--- src/design/bdq_pkg.sv ---
// shared types and codes for the bounded deque with indexed read
`timescale 1ns / 1ps
`default_nettype none

package bdq_pkg;

  // fixed field widths
  localparam int CmdW   = 3;
  localparam int WordW  = 32;
  localparam int IdxW   = 6;
  localparam int StatW  = 2;
  localparam int CountW = 7;

  // command codes
  localparam logic [CmdW-1:0] CMD_ADD_BACK   = 3'd0;
  localparam logic [CmdW-1:0] CMD_ADD_FRONT  = 3'd1;
  localparam logic [CmdW-1:0] CMD_REMOVE     = 3'd2;
  localparam logic [CmdW-1:0] CMD_READ_FRONT = 3'd3;
  localparam logic [CmdW-1:0] CMD_READ_BACK  = 3'd4;
  localparam logic [CmdW-1:0] CMD_READ_AT    = 3'd5;

  // status codes
  localparam logic [StatW-1:0] ST_OK    = 2'd0;
  localparam logic [StatW-1:0] ST_EMPTY = 2'd1;
  localparam logic [StatW-1:0] ST_RANGE = 2'd2;
  localparam logic [StatW-1:0] ST_FULL  = 2'd3;

  // input item
  typedef struct packed {
    logic [CmdW-1:0]         cmd;
    logic signed [WordW-1:0] value;
    logic [IdxW-1:0]         index;
  } in_item_t;

  // result item
  typedef struct packed {
    logic signed [WordW-1:0] data;
    logic [StatW-1:0]        status;
    logic [CountW-1:0]       count;
  } out_item_t;

  // controller to datapath commands
  typedef struct packed {
    logic load;
    logic exec;
  } dp_cmd_t;

endpackage

`default_nettype wire

--- src/design/bdq_ctrl.sv ---
// controller state machine: handshakes and sequencing of one item
`timescale 1ns / 1ps
`default_nettype none

module bdq_ctrl (
  input  wire logic       clk_i,
  input  wire logic       rst_ni,
  input  wire logic       in_valid_i,
  output logic            in_ready_o,
  output logic            out_valid_o,
  input  wire logic       out_ready_i,
  output bdq_pkg::dp_cmd_t dp_cmd_o
);

  typedef enum logic [2:0] {
    S_IDLE   = 3'b001,
    S_ACCESS = 3'b010,
    S_RESP   = 3'b100
  } state_e;

  state_e state_q, state_d;
  logic   accept;

  // a new item may enter while the last result is taken
  assign in_ready_o  = (state_q == S_IDLE) || ((state_q == S_RESP) && out_ready_i);
  assign accept      = in_valid_i && in_ready_o;
  assign out_valid_o = (state_q == S_RESP);

  assign dp_cmd_o.load = accept;
  assign dp_cmd_o.exec = (state_q == S_ACCESS);

  // next state
  always_comb begin
    state_d = state_q;
    case (state_q)
      S_IDLE: begin
        if (accept) state_d = S_ACCESS;
      end
      S_ACCESS: begin
        state_d = S_RESP;
      end
      S_RESP: begin
        if (out_ready_i) state_d = accept ? S_ACCESS : S_IDLE;
      end
      default: begin
        state_d = S_IDLE;
      end
    endcase
  end

  // state register
  always_ff @(posedge clk_i or negedge rst_ni) begin
    if (!rst_ni) begin
      state_q <= S_IDLE;
    end else begin
      state_q <= state_d;
    end
  end

endmodule

`default_nettype wire

--- src/design/bdq_datapath.sv ---
// datapath: slot memory, front pointer, occupancy and result registers
`timescale 1ns / 1ps
`default_nettype none

module bdq_datapath #(
  parameter int DEPTH = 64
) (
  input  wire logic              clk_i,
  input  wire logic              rst_ni,
  input  wire bdq_pkg::dp_cmd_t  dp_cmd_i,
  input  wire bdq_pkg::in_item_t in_item_i,
  output bdq_pkg::out_item_t     out_item_o
);

  localparam int PtrW = (DEPTH > 1) ? $clog2(DEPTH) : 1;
  localparam int OccW = $clog2(DEPTH + 1);
  localparam int CmpW = (OccW > bdq_pkg::IdxW) ? OccW : bdq_pkg::IdxW;

  // latched item
  logic [bdq_pkg::CmdW-1:0]  cmd_q;
  logic [bdq_pkg::WordW-1:0] value_q;
  logic [bdq_pkg::IdxW-1:0]  index_q;

  // deque state
  logic [PtrW-1:0] fp_q, fp_d;
  logic [OccW-1:0] occ_q, occ_d;

  // result state
  logic [bdq_pkg::StatW-1:0] status_q, status_d;
  logic                      rd_ok_q, rd_ok_d;
  logic [bdq_pkg::WordW-1:0] rdata_q;

  logic [bdq_pkg::WordW-1:0] mem_q [DEPTH];

  logic            full, empty, we;
  logic [PtrW-1:0] offset, fp_inc, fp_dec, addr;
  logic [PtrW:0]   sum;

  // latch the accepted item
  always_ff @(posedge clk_i) begin
    if (dp_cmd_i.load) begin
      cmd_q   <= in_item_i.cmd;
      value_q <= in_item_i.value;
      index_q <= in_item_i.index;
    end
  end

  assign full   = (occ_q == OccW'(DEPTH));
  assign empty  = (occ_q == '0);
  assign fp_inc = (fp_q == PtrW'(DEPTH - 1)) ? '0 : fp_q + PtrW'(1);
  assign fp_dec = (fp_q == '0) ? PtrW'(DEPTH - 1) : fp_q - PtrW'(1);

  // offset from front; always below depth whenever it is used
  always_comb begin
    case (cmd_q)
      bdq_pkg::CMD_ADD_BACK:  offset = PtrW'(occ_q);
      bdq_pkg::CMD_READ_BACK: offset = PtrW'(occ_q - OccW'(1));
      bdq_pkg::CMD_READ_AT:   offset = PtrW'(index_q);
      default:                offset = '0;
    endcase
  end

  // circular address: one compare and subtract
  assign sum = {1'b0, fp_q} + {1'b0, offset};

  always_comb begin
    if (sum >= (PtrW + 1)'(DEPTH)) begin
      addr = PtrW'(sum - (PtrW + 1)'(DEPTH));
    end else begin
      addr = PtrW'(sum);
    end
    if (cmd_q == bdq_pkg::CMD_ADD_FRONT) addr = fp_dec;
  end

  // command decode
  always_comb begin
    fp_d     = fp_q;
    occ_d    = occ_q;
    status_d = bdq_pkg::ST_OK;
    rd_ok_d  = 1'b0;
    we       = 1'b0;
    case (cmd_q)
      bdq_pkg::CMD_ADD_BACK: begin
        if (full) begin
          status_d = bdq_pkg::ST_FULL;
        end else begin
          we    = 1'b1;
          occ_d = occ_q + OccW'(1);
        end
      end
      bdq_pkg::CMD_ADD_FRONT: begin
        if (full) begin
          status_d = bdq_pkg::ST_FULL;
        end else begin
          we    = 1'b1;
          fp_d  = fp_dec;
          occ_d = occ_q + OccW'(1);
        end
      end
      bdq_pkg::CMD_REMOVE: begin
        if (empty) begin
          status_d = bdq_pkg::ST_EMPTY;
        end else begin
          fp_d  = fp_inc;
          occ_d = occ_q - OccW'(1);
        end
      end
      bdq_pkg::CMD_READ_FRONT, bdq_pkg::CMD_READ_BACK: begin
        if (empty) begin
          status_d = bdq_pkg::ST_EMPTY;
        end else begin
          rd_ok_d = 1'b1;
        end
      end
      bdq_pkg::CMD_READ_AT: begin
        if (empty) begin
          status_d = bdq_pkg::ST_EMPTY;
        end else if (CmpW'(index_q) >= CmpW'(occ_q)) begin
          status_d = bdq_pkg::ST_RANGE;
        end else begin
          rd_ok_d = 1'b1;
        end
      end
      default: begin
        status_d = bdq_pkg::ST_OK;
      end
    endcase
  end

  // slot memory, one access per item
  always_ff @(posedge clk_i) begin
    if (dp_cmd_i.exec) begin
      if (we) mem_q[addr] <= value_q;
      rdata_q <= mem_q[addr];
    end
  end

  // deque and result registers
  always_ff @(posedge clk_i or negedge rst_ni) begin
    if (!rst_ni) begin
      fp_q     <= '0;
      occ_q    <= '0;
      status_q <= bdq_pkg::ST_OK;
      rd_ok_q  <= 1'b0;
    end else if (dp_cmd_i.exec) begin
      fp_q     <= fp_d;
      occ_q    <= occ_d;
      status_q <= status_d;
      rd_ok_q  <= rd_ok_d;
    end
  end

  assign out_item_o.data   = rd_ok_q ? rdata_q : '0;
  assign out_item_o.status = status_q;
  assign out_item_o.count  = bdq_pkg::CountW'(occ_q);

endmodule

`default_nettype wire

--- src/design/bounded_deque_with_indexed_read_unit.sv ---
// Bounded deque of signed 32-bit words with indexed read, top level.
// Input channel (in_valid_i / in_ready_o / in_item_i) takes one command per
// item: add back, add front, remove front, read front, read back, or read at
// an index counted from the front. Output channel (out_valid_o / out_ready_i /
// out_item_o) returns exactly one result per item: read data, status and the
// word count after the command.
// Sequencing: an accepted item is latched, executed in the access state, and
// its result is registered and held valid in the result state. The
// controller holds one item at a time (accept, memory access, result), and a
// new item is taken in the same cycle the held result is taken, so a new item
// is never taken while the last one is still in its memory access.
// Reset empties the deque (front pointer and count cleared); slot contents
// are left as they are and can only be read once written.
// If the receiver stalls, the result is held on out_item_o and in_ready_o
// stays low until it is taken.
`timescale 1ns / 1ps
`default_nettype none

module bounded_deque_with_indexed_read_unit #(
  parameter int DEPTH = 64
) (
  input  wire logic              clk_i,
  input  wire logic              rst_ni,
  input  wire logic              in_valid_i,
  output logic                   in_ready_o,
  input  wire bdq_pkg::in_item_t in_item_i,
  output logic                   out_valid_o,
  input  wire logic              out_ready_i,
  output bdq_pkg::out_item_t     out_item_o
);

  bdq_pkg::dp_cmd_t dp_cmd;

  // sequencing and handshakes
  bdq_ctrl u_ctrl (
    .clk_i       (clk_i),
    .rst_ni      (rst_ni),
    .in_valid_i  (in_valid_i),
    .in_ready_o  (in_ready_o),
    .out_valid_o (out_valid_o),
    .out_ready_i (out_ready_i),
    .dp_cmd_o    (dp_cmd)
  );

  // storage and command execution
  bdq_datapath #(
    .DEPTH (DEPTH)
  ) u_datapath (
    .clk_i      (clk_i),
    .rst_ni     (rst_ni),
    .dp_cmd_i   (dp_cmd),
    .in_item_i  (in_item_i),
    .out_item_o (out_item_o)
  );

endmodule

`default_nettype wire
--- config.mk ---
export PLATFORM = sky130hd
export DESIGN_NAME = bounded_deque_with_indexed_read_unit
export DESIGN_NICKNAME = d
export VERILOG_FILES = /design/src/design/bdq_pkg.sv /design/src/design/bdq_ctrl.sv /design/src/design/bdq_datapath.sv /design/src/design/bounded_deque_with_indexed_read_unit.sv
export SDC_FILE = /design/constraint.sdc
export NUM_CORES = 2
export LEC_CHECK = 0
export ABC_CLOCK_PERIOD_IN_PS = 5900
export BUFFER_PORTS_ARGS = -buffer_cell sky130_fd_sc_hd__buf_2
export CORE_MARGIN = 5
export CORE_UTILIZATION = 45
export CTS_BUF_LIST = sky130_fd_sc_hd__clkbuf_4 sky130_fd_sc_hd__clkbuf_8 sky130_fd_sc_hd__clkbuf_16
export DETAILED_ROUTE_END_ITERATION = 8
export GPL_TIMING_DRIVEN = 0
export REMOVE_ABC_BUFFERS = 1
export SYNTH_ARGS = -nofsm -noshare
export SYNTH_HDL_FRONTEND = slang
export SYNTH_SLANG_ARGS = --single-unit
--- constraint.sdc ---
create_clock -name clk_i -period 5.9 [get_ports clk_i]
set_input_delay 0.885 -clock clk_i [delete_from_list [all_inputs] [get_ports clk_i]]
set_output_delay 0.885 -clock clk_i [all_outputs]
set_load 0.02 [all_outputs]
==> flow_summary.ini <==
[sta]
finClkSkew_ns = 0.0714
fin_crit_ns = 5.76
relSlewSlack = 0.250
maxSlewViolCount = 0
finalSetupTns_ns = 0
hold_viol = 0
fin_crit_sh = 0.976
worstMarginPinSlew_ns = 1.12
max_freq_mhz = 174
rsz0062_at_grt = no
setup_violations = 0
hold_ws_ns = 0.208

[clock_network]
cts_root_buffer = clkbuf_16
clkSinkCount = 2140
htree_levels = 4
clk_latency_ns = 0.85
cts_tree = built
cts_buffers = 208
clkTransAtPathRegs_ns = 0.06
cts_buffer_depth = 3

[yosys]
yosys-top-cells-area = edfxtp_1 (80%), a222oi_1 (3.4%), a22oi_1 (2.0%)
ys_ff_latch = 2140
synth_top_family_by_area = compound AO/OA/AOI/OAI gates
async_flop_share = 0.00888
post-synth-top-area-cell = edfxtp_1
synth_simple_gate_area_frac = 0.0439
synth-compound-area-share = 0.115
yosysWarningCount = 0
syn_area_um2 = 79300
synth_xor_area_frac = 0.00210
synth-edff-count = 2121
dominantRegCellSynth = edfxtp_1
synthCells = 4400
netlist.area_leader.share = 0.804
synth_fa_ha_area_frac = 0.00278
ys_seq_area_frac = 0.810
synth_mux_area_frac = 0.00838
syn_area_per_cell_um2 = 18.0
synthDistinctLibCells = 85

[setup_path]
crit_type = flip-flop to flip-flop
worstPathMaxFanout = 28
reg2reg_from = u_datapath.occ_q[1]
worst_ep_required_time_ns = 6.61
startpoint = u_datapath.occ_q[1]
critPathCaptureType = flip-flop
cp.arrival_ns = 6.47
worstSetupStartpointType = flip-flop

[placement]
place_inst = 6792
dp_hpwl_um = 146000
io_buffers = 87
gp_congestion = 0.817

[final_layout]
fin_cells = 7195
final_common_cell = edfxtp_1
syn_to_final_growth_pct = 20.2
fillers = 13365
ff_latch_area_um2 = 64200
nets = 4736
final_util = 0.542
multi_input_area_um2 = 14500
drive_above_1_share = 0.171
final_cell_mix = edfxtp_1 (2,121), a222oi_1 (270), nand2_1 (235)

[global_routing]
grt_pass1_vias = 44455
grt_pass1_wl_um = 335000
grt_use_total = 0.250
antenna_found_initial = 5
grt_max_degree = 57
grt-ovfl-total = 0

[pwr]
p_sw_frac = 0.386
p_per_area_nw_per_um2 = 583
pwr-share-comb = 0.430
clockPowerShare = 0.240
total_power_uw = 55500
switchingPower_uw = 21400
p_int_uw = 34100
p_seq_frac = 0.330
p_leak_uw = 0.0300
ir_drop_v = 0.000703

[route]
first_pass_iters = 9
wl_per_cell_um = 33.0
drt_wl_total_um = 237000
dr_total_vias = 46578
drc = 0
drtAntennaViolNets = 0
viasPerCell = 6.47
drt_iter0_markers = 8035

[floorplan]
row_count = 154
io_pins = 88
die_area_um2 = 185000
coreArea_um2 = 176000
die_w_um = 430
die_y_um = 430
start_util = 0.451

[worst_hold_path]
hold_start = in_item_i[12]
min_path_type = input port to flip-flop

[outcome]
outcome = complete, no violations

[job]
drv_cap = 0
## per-layer routing
| layer | routed length [um] | global-route usage |
|---|---|---|
| met1 | 91600 | 0.348 |
| met2 | 111000 | 0.395 |
| met3 | 23600 | 0.0430 |
| met4 | 11300 | 0.104 |
| met5 | 0 | 0 |
## Yosys cell counts, types with 17 or more instances
master and count:
a21oi_1 72, xnor2_1 17, or4_1 17, edfxtp_1 2121
a221o_1 46, o22ai_1 22, o21ai_1 34, a22oi_1 212
buf_2 121, a211oi_1 99, a22o_1 82, buf_1 19
and2_1 36, o21ai_0 46, and3_1 20, clkbuf_1 147
mux2i_1 54, a221oi_1 116, a222oi_1 270, nand3_1 145
nand4_1 63, inv_1 25, nor2_1 139, dfrtp_1 18
nand2_1 235, nor3_1 22
## power groups by stage
stage	Combinational, uW	Sequential, uW	Clock (uW)
after global placement	12500	19300	0
after global routing	24900	18300	14100
after floorplan	10800	18900	0
final	23900	18300	13300
after CTS	23700	18300	13400
after detailed placement	23300	18600	0
## worst paths after layout
| path | end | slack (ns) | cells past startpoint |
|---|---|---|---|
| worst max-delay path | u_datapath.rdata_q[10] | 0.14 | 19 |
| worst min-delay path | u_datapath.value_q[6] | 0.21 | 1 |
| worst max register to register | u_datapath.rdata_q[10] | 0.14 | 19 |
| worst min register to register | u_datapath.status_q[0] | 0.46 | 2 |
| max in group asynchronous | u_datapath.occ_q[0] | 4.96 | 2 |
| min in group asynchronous | u_datapath.fp_q[4] | 0.57 | 2 |
## final cells by class
| class | instances | area share |
|---|---|---|
| repair buffers | 363 | 0.0700 |
| clock buffers | 254 | 0.0583 |
| inverters | 25 | 0.000985 |
| flip-flops and latches | 2140 | 0.674 |
| multi-input cells | 1936 | 0.152 |
| well taps | 2340 | 0.0307 |
| clock inverters | 132 | 0.0138 |
| diodes | 5 | 0.000131 |
## timing repair
item / CTS / global route
cloned: 1 / 0
endpoints found under the setup margin: 313 / 47
hold buffers: 1 / 0
hold endpoints to repair: 7 / 0
gates resized for setup: 18 / 6
pin swaps: 2 / 1
buffers inserted: 6 / 4
## logic make-up (layout without fill, tap and decap cells)
logic type	count (synthesis)	after routing
flip-flops	2140	2140
AO/OA/AOI/OAI	1110	1110
AND/OR/NAND/NOR	725	726
buffers and inverters	325	774
multiplexers	64	64
XOR/XNOR	19	19
adder cells (fa/ha/maj)	17	17
other	0	5
## critical path, cell delays in order, from the launching register on
cell and delay [ns]:
dfrtp_2 0.47, inv_1 0.11, ha_1 0.22, nand2_1 0.08, xnor2_1 0.13, nor2_1 0.05, a31oi_1 0.17, nor2_1 0.08
ha_1 0.51, xor2_2 0.77, nand2_1 0.25, o2bb2ai_4 0.55, buf_12 0.27, buf_12 0.23, buf_12 0.23, a222oi_1 0.14
nand4_1 0.13, nor2_1 0.07, nor3_1 0.88, or4_1 0.25
## registers in the layout, indices dropped and copies added, names as in the netlist
name	flops
u_ctrl.state_q	3
u_datapath.cmd_q	3
u_datapath.fp_q	6
u_datapath.index_q	6
u_datapath.mem_q	2048
u_datapath.occ_q	7
u_datapath.rd_ok_q	1
u_datapath.rdata_q	32
u_datapath.status_q	2
u_datapath.value_q	32
## through the flow
step	worst slack, ns	instance area, um2
CTS	0.00744	95200
global route	0.00587	95200
global placement	-35.75	81300
finish	0.140	95300
detailed placement	-1.05	88100
floorplan	-10.54	77900
Note: power is estimated with default switching activity, not from simulation.
